**src/rtl/core/assert_macros.svh**
```systemverilog
// Assertion macros shared by the dequantizing dot-product RTL.
// Each macro expects clk_i and rst_ni to be in scope where it is used.
`ifndef ASSERT_MACROS_SVH
`define ASSERT_MACROS_SVH

// The consequent must hold in the same cycle as the antecedent.
`define ASSERT_IMPLIES(label, ante, cons) \
  label: assert property (@(posedge clk_i) disable iff (!rst_ni) (ante) |-> (cons)) \
    else $error("assertion failed");

// The consequent must hold in the cycle after the antecedent.
`define ASSERT_NEXT(label, ante, cons) \
  label: assert property (@(posedge clk_i) disable iff (!rst_ni) (ante) |=> (cons)) \
    else $error("assertion failed");

`endif

```
**src/rtl/core/q4dq_pkg.sv**
```systemverilog
// Package for the 4-bit dequantizing dot product: widths, beat types, control structs.
// Has no dependencies; used by every module of the block.
`default_nettype none

package q4dq_pkg;

  localparam int unsigned NIB_W   = 4;
  localparam int unsigned NLANES  = 2;
  localparam int unsigned DATA_W  = 16;
  // Nibble times scale plus zero fits 20 signed bits exactly.
  localparam int unsigned DQ_W    = 20;
  localparam int unsigned PROD_W  = DQ_W + DATA_W;
  localparam int unsigned PAIR_W  = PROD_W + 1;
  localparam int unsigned ACC_W   = 48;

  typedef logic signed [PROD_W-1:0] prod_t;

  typedef struct packed {
    logic [7:0]               weight_byte;
    logic signed [DATA_W-1:0] act_even;
    logic signed [DATA_W-1:0] act_odd;
    logic signed [DATA_W-1:0] block_scale;
    logic signed [DATA_W-1:0] block_zero;
    logic                     last;
  } in_beat_t;

  typedef struct packed {
    logic signed [ACC_W-1:0] dot_sum;
    logic                    saturated;
  } out_beat_t;

  // Pipeline control that travels into the merging stage.
  typedef struct packed {
    logic adv;
    logic vld;
    logic last;
  } pipe_ctl_t;

  // Status reported back by the merging stage.
  typedef struct packed {
    logic acc_zero;
    logic pair_vld;
  } merge_sts_t;

endpackage

`default_nettype wire

```
**src/rtl/core/q4dq_lane.sv**
```systemverilog
// One lane: dequantizes a signed nibble and multiplies it by its activation.
// Depends on q4dq_pkg.
`default_nettype none

module q4dq_lane (
  input  logic                                  clk_i,
  input  logic                                  adv_i,
  input  logic [q4dq_pkg::NIB_W-1:0]            nibble_i,
  input  logic signed [q4dq_pkg::DATA_W-1:0]    scale_i,
  input  logic signed [q4dq_pkg::DATA_W-1:0]    zero_i,
  input  logic signed [q4dq_pkg::DATA_W-1:0]    act_i,
  output q4dq_pkg::prod_t                       prod_o
);

  logic signed [q4dq_pkg::DQ_W-1:0]   nib_x;
  logic signed [q4dq_pkg::DQ_W-1:0]   scale_x;
  logic signed [q4dq_pkg::DQ_W-1:0]   zero_x;
  logic signed [q4dq_pkg::DQ_W-1:0]   dq_d, dq_q;
  logic signed [q4dq_pkg::DATA_W-1:0] act_q;
  logic signed [q4dq_pkg::PROD_W-1:0] dq_px, act_px;
  q4dq_pkg::prod_t                    prod_d, prod_q;

  // Stage one: sign-extend the nibble and apply scale and offset.
  always_comb begin
    nib_x   = q4dq_pkg::DQ_W'($signed(nibble_i));
    scale_x = q4dq_pkg::DQ_W'(scale_i);
    zero_x  = q4dq_pkg::DQ_W'(zero_i);
    dq_d    = nib_x * scale_x + zero_x;
  end

  always_ff @(posedge clk_i) begin
    if (adv_i) begin
      dq_q  <= dq_d;
      act_q <= act_i;
    end
  end

  // Stage two: multiply the dequantized weight by its activation.
  always_comb begin
    dq_px  = q4dq_pkg::PROD_W'(dq_q);
    act_px = q4dq_pkg::PROD_W'(act_q);
    prod_d = dq_px * act_px;
  end

  always_ff @(posedge clk_i) begin
    if (adv_i) begin
      prod_q <= prod_d;
    end
  end

  assign prod_o = prod_q;

endmodule

`default_nettype wire

```
**src/rtl/core/q4dq_merge.sv**
```systemverilog
// Merging stage: sums the lane products, accumulates with saturation, holds the result.
// Depends on q4dq_pkg.
`default_nettype none

module q4dq_merge (
  input  logic                    clk_i,
  input  logic                    rst_ni,
  input  q4dq_pkg::pipe_ctl_t     ctl_i,
  input  q4dq_pkg::prod_t         prod_i [q4dq_pkg::NLANES],
  output q4dq_pkg::merge_sts_t    sts_o,
  output logic                    out_valid_o,
  output q4dq_pkg::out_beat_t     out_data_o
);

  localparam int unsigned SUM_W = q4dq_pkg::ACC_W + 1;

  logic signed [q4dq_pkg::PAIR_W-1:0] pair_d, pair_q;
  logic                               pair_vld_q, pair_last_q;
  logic signed [q4dq_pkg::ACC_W-1:0]  acc_d, acc_q;
  logic                               clip_d, clip_q;
  logic signed [SUM_W-1:0]            sum;
  logic                               ovf;
  logic signed [q4dq_pkg::ACC_W-1:0]  sat_sum;
  logic                               out_valid_d, out_valid_q;
  q4dq_pkg::out_beat_t                out_d, out_q;

  // Exact sum of the lane products.
  always_comb begin
    pair_d = '0;
    for (int i = 0; i < q4dq_pkg::NLANES; i++) begin
      pair_d = pair_d + q4dq_pkg::PAIR_W'(prod_i[i]);
    end
  end

  always_ff @(posedge clk_i) begin
    if (ctl_i.adv) begin
      pair_q <= pair_d;
    end
  end

  always_ff @(posedge clk_i or negedge rst_ni) begin
    if (!rst_ni) begin
      pair_vld_q  <= 1'b0;
      pair_last_q <= 1'b0;
    end else if (ctl_i.adv) begin
      pair_vld_q  <= ctl_i.vld;
      pair_last_q <= ctl_i.last;
    end
  end

  // Saturating accumulate; overflow shows as the top two sum bits disagreeing.
  always_comb begin
    sum     = SUM_W'(acc_q) + SUM_W'(pair_q);
    ovf     = sum[SUM_W-1] != sum[SUM_W-2];
    sat_sum = sum[SUM_W-2:0];
    if (ovf) begin
      sat_sum = sum[SUM_W-1] ? {1'b1, {(q4dq_pkg::ACC_W-1){1'b0}}}
                             : {1'b0, {(q4dq_pkg::ACC_W-1){1'b1}}};
    end
  end

  // Next accumulator, clip flag and output beat.
  always_comb begin
    acc_d       = acc_q;
    clip_d      = clip_q;
    out_valid_d = out_valid_q;
    out_d       = out_q;
    if (ctl_i.adv) begin
      out_valid_d = 1'b0;
      if (pair_vld_q) begin
        if (pair_last_q) begin
          out_valid_d       = 1'b1;
          out_d.dot_sum     = sat_sum;
          out_d.saturated   = clip_q | ovf;
          acc_d             = '0;
          clip_d            = 1'b0;
        end else begin
          acc_d  = sat_sum;
          clip_d = clip_q | ovf;
        end
      end
    end
  end

  always_ff @(posedge clk_i or negedge rst_ni) begin
    if (!rst_ni) begin
      acc_q       <= '0;
      clip_q      <= 1'b0;
      out_valid_q <= 1'b0;
    end else begin
      acc_q       <= acc_d;
      clip_q      <= clip_d;
      out_valid_q <= out_valid_d;
    end
  end

  always_ff @(posedge clk_i) begin
    out_q <= out_d;
  end

  assign out_valid_o    = out_valid_q;
  assign out_data_o     = out_q;
  assign sts_o.acc_zero = (acc_q == '0) && !clip_q;
  assign sts_o.pair_vld = pair_vld_q;

endmodule

`default_nettype wire

```
**src/rtl/core/q4dq_dot_top_placeholder.sv**
```systemverilog
// Small valid/last delay line for the lane stages of the dot product.
// Depends on q4dq_pkg.
`default_nettype none

module q4dq_ctl_pipe (
  input  logic                 clk_i,
  input  logic                 rst_ni,
  input  logic                 adv_i,
  input  logic                 vld_i,
  input  logic                 last_i,
  output q4dq_pkg::pipe_ctl_t  ctl_o
);

  logic s1_vld_q, s1_last_q, s2_vld_q, s2_last_q;

  // Valid and last follow the two lane register stages.
  always_ff @(posedge clk_i or negedge rst_ni) begin
    if (!rst_ni) begin
      s1_vld_q  <= 1'b0;
      s1_last_q <= 1'b0;
      s2_vld_q  <= 1'b0;
      s2_last_q <= 1'b0;
    end else if (adv_i) begin
      s1_vld_q  <= vld_i;
      s1_last_q <= last_i;
      s2_vld_q  <= s1_vld_q;
      s2_last_q <= s1_last_q;
    end
  end

  assign ctl_o.adv  = adv_i;
  assign ctl_o.vld  = s2_vld_q;
  assign ctl_o.last = s2_last_q;

endmodule

`default_nettype wire

```
**src/rtl/core/q4_dequant_dot_product.sv**
```systemverilog
// Top level of the 4-bit dequantizing dot product: two nibble lanes and a merging stage.
// Depends on q4dq_pkg, q4dq_lane, q4dq_ctl_pipe, q4dq_merge and assert_macros.svh.
//
// Usage:
//   While in_stall_o is low, the input channel (in_valid_i, in_stall_o, in_data_i)
//   takes one beat per cycle: a packed weight byte, the two matching activations,
//   the block scale and zero, and a last marker. The low nibble goes to lane 0,
//   the high nibble to lane 1. Every beat is folded into a 48-bit saturating
//   accumulator; the beat marked last produces one output beat
//   (out_valid_o/out_stall_i, out_data_o) holding the sum and a sticky clip flag,
//   after which the accumulator is cleared. Throughput is one beat per cycle
//   while the output is not stalled. The result of a last beat passes through
//   two lane stages (dequantize, multiply), a pair-sum register, and the
//   accumulate stage that loads the output register.
//   When the output beat is stalled, the whole pipeline holds and in_stall_o is
//   raised until the beat is taken.
//   Reset clears the accumulator, the clip flag and all valid bits.
`default_nettype none

module q4_dequant_dot_product (
  input  logic                  clk_i,
  input  logic                  rst_ni,
  input  logic                  in_valid_i,
  output logic                  in_stall_o,
  input  q4dq_pkg::in_beat_t    in_data_i,
  output logic                  out_valid_o,
  input  logic                  out_stall_i,
  output q4dq_pkg::out_beat_t   out_data_o
);

  `include "assert_macros.svh"

  logic                           adv;
  logic signed [q4dq_pkg::DATA_W-1:0] act [q4dq_pkg::NLANES];
  q4dq_pkg::prod_t                prod [q4dq_pkg::NLANES];
  q4dq_pkg::pipe_ctl_t            ctl;
  q4dq_pkg::merge_sts_t           sts;

  // The pipeline moves unless a finished beat waits on a stalled receiver.
  assign adv        = !(out_valid_o && out_stall_i);
  assign in_stall_o = !adv;

  assign act[0] = in_data_i.act_even;
  assign act[1] = in_data_i.act_odd;

  // One lane per nibble of the weight byte.
  for (genvar g = 0; g < q4dq_pkg::NLANES; g++) begin : g_lane
    q4dq_lane u_lane (
      .clk_i    (clk_i),
      .adv_i    (adv),
      .nibble_i (in_data_i.weight_byte[g*q4dq_pkg::NIB_W +: q4dq_pkg::NIB_W]),
      .scale_i  (in_data_i.block_scale),
      .zero_i   (in_data_i.block_zero),
      .act_i    (act[g]),
      .prod_o   (prod[g])
    );
  end

  q4dq_ctl_pipe u_ctl (
    .clk_i  (clk_i),
    .rst_ni (rst_ni),
    .adv_i  (adv),
    .vld_i  (in_valid_i),
    .last_i (in_data_i.last),
    .ctl_o  (ctl)
  );

  q4dq_merge u_merge (
    .clk_i       (clk_i),
    .rst_ni      (rst_ni),
    .ctl_i       (ctl),
    .prod_i      (prod),
    .sts_o       (sts),
    .out_valid_o (out_valid_o),
    .out_data_o  (out_data_o)
  );

  // Back-pressure only comes from a held output beat.
  `ASSERT_IMPLIES(a_stall_src, in_stall_o, out_valid_o && out_stall_i)
  // A freshly shown result means the accumulator was just cleared.
  `ASSERT_IMPLIES(a_acc_clear, $rose(out_valid_o), sts.acc_zero)
  // A held output beat freezes the pair stage.
  `ASSERT_NEXT(a_freeze, out_valid_o && out_stall_i, $stable(sts.pair_vld))

endmodule

`default_nettype wire
```
**config.mk**
```make
export PLATFORM = sky130hd
export DESIGN_NAME = q4_dequant_dot_product
export DESIGN_NICKNAME = d
export VERILOG_FILES = /design/src/rtl/core/q4dq_pkg.sv /design/src/rtl/core/q4dq_lane.sv /design/src/rtl/core/q4dq_merge.sv /design/src/rtl/core/q4dq_dot_top_placeholder.sv /design/src/rtl/core/q4_dequant_dot_product.sv
export VERILOG_INCLUDE_DIRS = /design/src /design/src/rtl/core
export SDC_FILE = /design/constraint.sdc
export NUM_CORES = 2
export LEC_CHECK = 0
export BUFFER_PORTS_ARGS = -buffer_cell sky130_fd_sc_hd__buf_2
export CAP_MARGIN = 40
export CORE_MARGIN = 2
export CORE_UTILIZATION = 64
export CTS_BUF_LIST = sky130_fd_sc_hd__clkbuf_8
export DETAILED_ROUTE_END_ITERATION = 8
export PLACE_DENSITY = 0.82
export SLEW_MARGIN = 20
export SYNTH_ARGS = -nofsm -noshare
export SYNTH_HDL_FRONTEND = slang
export SYNTH_SLANG_ARGS = --single-unit
```
**constraint.sdc**
```tcl
create_clock -name clk_i -period 21 [get_ports clk_i]
set_input_delay 0 -clock clk_i [delete_from_list [all_inputs] [get_ports clk_i]]
set_output_delay 0 -clock clk_i [all_outputs]
set_load 0.005 [all_outputs]
```
# [Yosys cells after proc, flatten, opt, wreduce, memory -nomap -nowiden]
# Index checks and enable logic that the tools add are counted.
[classes] addsub=4 multipliers=4 eq_ne=1 muxes=6 bitwise_logic=2 reduce_logical=3
[op_table] operator="48-bit 2-to-1 mux" count=3
[op_table] operator="20-bit by 16-bit multiplier with 36-bit output" count=2
[op_table] operator="48-bit by 37-bit adder with 49-bit output" count=1
[op_table] operator="20-bit by 16-bit adder with 20-bit output" count=2
[op_table] operator="4-bit by 16-bit multiplier with 20-bit output" count=2
[op_table] operator="36-bit by 36-bit adder with 37-bit output" count=1
[op_table] operator="1-bit 2-to-1 mux" count=3
[op_table] operator="3-bit AND reduction" count=1
[op_table] operator="2-bit AND reduction" count=1
[op_table] operator="1-bit logical AND" count=1
[op_table] operator="1-bit != test" count=1
[op_table] operator="1-bit inverter" count=1
[op_table] operator="1-bit OR" count=1
[word_totals] ff_bits=286 input_bits=77 output_inout_bits=51 word_cells=38

# [Depth between registers and ports, before layout]
[logic_depth] word_depth=4 mapped_depth=26 depth_no_buf=25

# [Hierarchy]
# From an unflattened synthesis, not the netlist that was laid out.
[hier_totals] cells_unflattened=4488 hier_area_um2=43197.7
[modules_own_cells] module="q4dq_lane at g_lane[1].u_lane" instances=1 cells_each=1725 area_per_inst_um2=16739.8 seq_area_each_um2=2162.1
[modules_own_cells] module="q4dq_lane at g_lane[0].u_lane" instances=1 cells_each=1722 area_per_inst_um2=16686.0 seq_area_each_um2=2162.1
[modules_own_cells] module="q4dq_merge" instances=1 cells_each=1028 area_per_inst_um2=9594.2 seq_area_each_um2=3883.7
[modules_own_cells] module="q4dq_ctl_pipe" instances=1 cells_each=11 area_per_inst_um2=167.7 seq_area_each_um2=100.1
[modules_own_cells] module="q4_dequant_dot_product" instances=1 cells_each=2 area_per_inst_um2=10.0 seq_area_each_um2=0.0

# [Least setup slack after synthesis]
# No wires, ideal clock.
[synth_path] path_kind="register to register" startpoint="register u_merge.out_valid_q (netlist: u_merge.out_valid_o)" endpoint="register u_merge.out_q, in the netlist u_merge.out_data_o[0] (enable)" setup_time_ns=0.414 t_arrival_ns=7.314 required_time_ns=20.586 slack_ns=13.273 stages_incl_launch_ff=4 n_path_buf=1 period_less_slack_ns=7.727 path_cell_list="dfrtp_1 nand2_1 clkbuf_1 and3_1"
[synth_between] elab_chain_cells=3
[synth_rtl] item="start, declared" line="q4dq_merge.sv:24" source="logic out_valid_d, out_valid_q;"
[synth_rtl] item="start signal, assigned" line="q4dq_merge.sv:93" source="out_valid_q <= out_valid_d;"
[synth_rtl] item="1-bit logical AND" line="q4_dequant_dot_product.sv:40" source="assign adv = !(out_valid_o && out_stall_i);"
[synth_rtl] item="1-bit inverter (no source line)"
[synth_rtl] item="3-bit AND reduction (no source line)"
[synth_rtl] item="end signal, assigned" line="q4dq_merge.sv:98" source="out_q <= out_d;"
[synth_rtl] item="end, declared" line="q4dq_merge.sv:25" source="q4dq_pkg::out_beat_t out_d, out_q;"
# No other way between the ends.
# A chain may end at the register's enable or synchronous reset.

# [Worst setup path after layout]
[layout_path] startpoint="register g_lane[0].u_lane.act_q[4] in the netlist's numbering" endpoint="register g_lane[0].u_lane.prod_q[35], data pin"
[layout_between] elab_chain_cells=1
[layout_rtl] item="start, declared" line="q4dq_lane.sv:19" source="logic signed [q4dq_pkg::DATA_W-1:0] act_q;"
[layout_rtl] item="start signal, assigned" line="q4dq_lane.sv:34" source="act_q <= act_i;"
[layout_rtl] item="20-bit by 16-bit multiplier with 36-bit output" line="q4dq_lane.sv:42" source="prod_d = dq_px * act_px;"
[layout_rtl] item="net g_lane[0].u_lane.prod_d[35]" line="q4dq_lane.sv:21" source="q4dq_pkg::prod_t prod_d, prod_q;"
[layout_rtl] item="end signal, assigned" line="q4dq_lane.sv:47" source="prod_q <= prod_d;"
[layout_rtl] item="end, declared" line="q4dq_lane.sv:21"
# The timed path passes the listed nets, and every way through them passes these cells.

==> run_results.csv <==
group,metric,value,unit
run_status,outcome,"completed",
detailed_routing,drtIter0Drc,2179,
cts,cts_sinks,286,
timing,fin_crit_sh,0.346,
synthesis,async_flop_share,0.196,
detailed_routing,dr.pass1.iters,8,
cts,cts_tree,"built",
synthesis,yosysSeqAreaShare,0.197,
timing,tns,0,ps
placement,io_buffers,127,
grt,grt_usage,0.296,
layout,fill_cells,4803,
timing,rsz0062_at_grt,"no",
flow_run,maxCapViolations,0,
timing,worstMarginPinSlew,865,ps
synthesis,syn_area_per_cell,9.81,µm²
synthesis,syn_area,42200,µm²
timing,max_freq,0.138,GHz
grt,grt_pass1_wl,160,mm
detailed_routing,wirelength,96.0,mm
setup_path,cp_max_fo,20,
setup_path,arrival,7650,ps
cts,ctsResizeCount,0,
synthesis,ys_types,85,
synthesis,synth_edf_count,230,
floorplan,die_w,261,µm
grt,grt_antenna_before_repair,5,
cts,cts_buffer_depth,3,
detailed_routing,post-route-drc-count,0,
placement,placed_cells,5161,
cts,path_clk_slew,90,ps
synthesis,synth.most_common_cell,"inv_1",
timing,finalWorstSetupSlack,13740,ps
timing,slew_headroom,0.424,
detailed_routing,wl_per_cell,18.1,µm
placement,post-place-ws,13800,ps
min_path,worstHoldPathType,"in2reg",
cts,post_cts_buffers,0,
layout,syn_to_final_growth,6.79,%
layout,stdcell_count,5306,
placement,dp_hpwl,76.2,mm
timing,setup_viol,0,
floorplan,core,65500,µm²
synthesis,netlist_instances,4308,
grt,grt_max_degree,62,
detailed_routing,ant_nets,0,
floorplan,io_pins,128,
floorplan,die_h,261,µm
timing,slew_viol_final,0,
grt,grt-ovfl-total,0,
synthesis,yosysWarnings,0,
cts,clockRootBuffer,"clkbuf_8",
detailed_routing,vias_per_cell,5.66,
setup_path,cp.required,21390,ps
floorplan,initial_core_util,0.645,
timing,finalHoldViolCount,0,
synthesis,synthFlopType,"edfxtp_1",
synthesis,synth_top_area_frac,0.350,
synthesis,yosysTopAreaCell,"fa_1",
placement,place_congestion,0.889,
cts,insertion_delay,670,ps
cts,cts-buffers-inserted,51,
setup_path,startpoint_type,"flip-flop",
synthesis,netlist_top_cells_area,"fa_1, edfxtp_1, ha_1, inv_1, and2_1",
cts,hold_buffers,46,
synthesis,ys_ff_latch,286,
setup_path,crit_path_end_kind,"flip-flop",
layout,drive_gt1_frac,0.0619,
layout,final_util,0.689,
grt,grt_pass1_vias,32200,
synthesis,synth_common_cells,"inv_1, fa_1, nand2_1, ha_1, and2_1",
setup_path,critPathKind,"reg2reg",
synthesis,syn_nets,5461,
floorplan,die-area,68100,µm²
timing,fin_skew,39.1,ps
timing,post-route-min-period,7260,ps
cts,htreeDepth,2,
layout,fin_nets,5553,
detailed_routing,num_vias,30000,
floorplan,fp-row-count,94,
-- metal layers --
layer  vias to the layer above  track usage  part of all wire
met5                         -            0           0.00055
met4                         8        0.134             0.050
met3                       293       0.0387             0.066
met2                      1150        0.520              0.50
met1                     15000        0.368              0.38
li1                      13600            -                 -
-- cell usage in the layout (no fill, tap or decap), types with 20 or more instances in the layout --
| cell | n |
|---|---|
| dlygate4sd3_1 | 47 |
| nor2b_1 | 26 |
| nand2b_1 | 56 |
| nand2_1 | 487 |
| clkbuf_8 | 55 |
| a21o_1 | 81 |
| o21bai_1 | 23 |
| dfrtp_1 | 56 |
| fa_1 | 738 |
| buf_2 | 127 |
| edfxtp_1 | 230 |
| nor3_1 | 20 |
| and2_1 | 333 |
| inv_1 | 870 |
| ha_1 | 338 |
| nand3_1 | 34 |
| o21ai_1 | 56 |
| o21ai_0 | 84 |
| nor2_1 | 171 |
| xnor2_1 | 135 |
| xor2_1 | 49 |
| a21oi_1 | 159 |
-- final timing paths --
path / slack [ps] / endpoint / depth (start not counted) / from
max: 13740 / g_lane[0].u_lane.prod_o[35] / 22 / g_lane[0].u_lane.act_q[4]
min: 40 / g_lane[0].u_lane.act_q[7] / 2 / in_data_i[56]
max reg2reg: 13740 / g_lane[0].u_lane.prod_o[35] / 22 / g_lane[0].u_lane.act_q[4]
min reg2reg: 490 / u_merge.acc_q[2] / 1 / u_merge.acc_q[2]
max in group asynchronous: 20160 / u_merge.acc_q[36] / 5 / rst_ni
min in group asynchronous: 320 / u_merge.clip_q / 4 / rst_ni
-- logic make-up after synthesis --
group	share of synthesized area
AO/OA/AOI/OAI	0.0808
XOR/XNOR	0.0381
adder cells (fa/ha/maj)	0.453
buffers and inverters	0.0907
flip-flops	0.197
multiplexers	0.00210
AND/OR/NAND/NOR	0.138
-- critical path, cell delays in order, from the launching register on --
cell and delay [ps]:
edfxtp_1 820, nand2_1 290, fa_1 590, inv_1 80
fa_1 770, fa_1 520, fa_1 510, fa_1 490
inv_1 50, fa_1 470, inv_1 50, ha_1 360
a22oi_1 190, nand2_1 90, a2111oi_0 370, o21ai_0 140
o21ai_0 100, o21ai_1 180, a41oi_1 300, a21oi_1 100
a21oi_1 240, o21ai_1 120, xnor2_1 130
-- metrics by stage --
stage | hold slack, ps | area [µm²]
6_report | 37.4 | 45100
3_5_place_dp | 178 | 43500
2_1_floorplan | -296 | 42200
4_1_cts | 7.51 | 45000
3_3_place_gp | 176 | 43400
5_1_grt | 31.9 | 45100
-- area by class of cell --
cell class,instances,area [µm²],share of cell area
well taps,864,1080,0.0240
diodes,1,2.50,0.0000555
multi-input cells,3016,30100,0.668
inverters,857,3220,0.0713
clock buffers,55,757,0.0168
flip-flops and latches,286,8310,0.184
repair buffers,188,1290,0.0285
clock inverters,39,337,0.00746
-- flip-flops by register name (all words and copies together), names as in the netlist --
| register | flops |
|---|---|
| g_lane.u_lane.act_q | 32 |
| u_merge.pair_last_q | 1 |
| u_ctl.s1_last_q | 1 |
| u_ctl.s1_vld_q | 1 |
| u_merge.clip_q | 1 |
| u_ctl.s2_vld_q | 1 |
| u_merge.out_data_o | 49 |
| u_merge.acc_q | 48 |
| u_merge.pair_vld_q | 1 |
| g_lane.u_lane.dq_q | 40 |
| u_merge.out_valid_o | 1 |
| g_lane.u_lane.prod_o | 72 |
| u_merge.pair_q | 37 |
| u_ctl.s2_last_q | 1 |
Power is not shown: default switching activity piles up to over one toggle a cycle in this logic, so the estimate is an artifact.
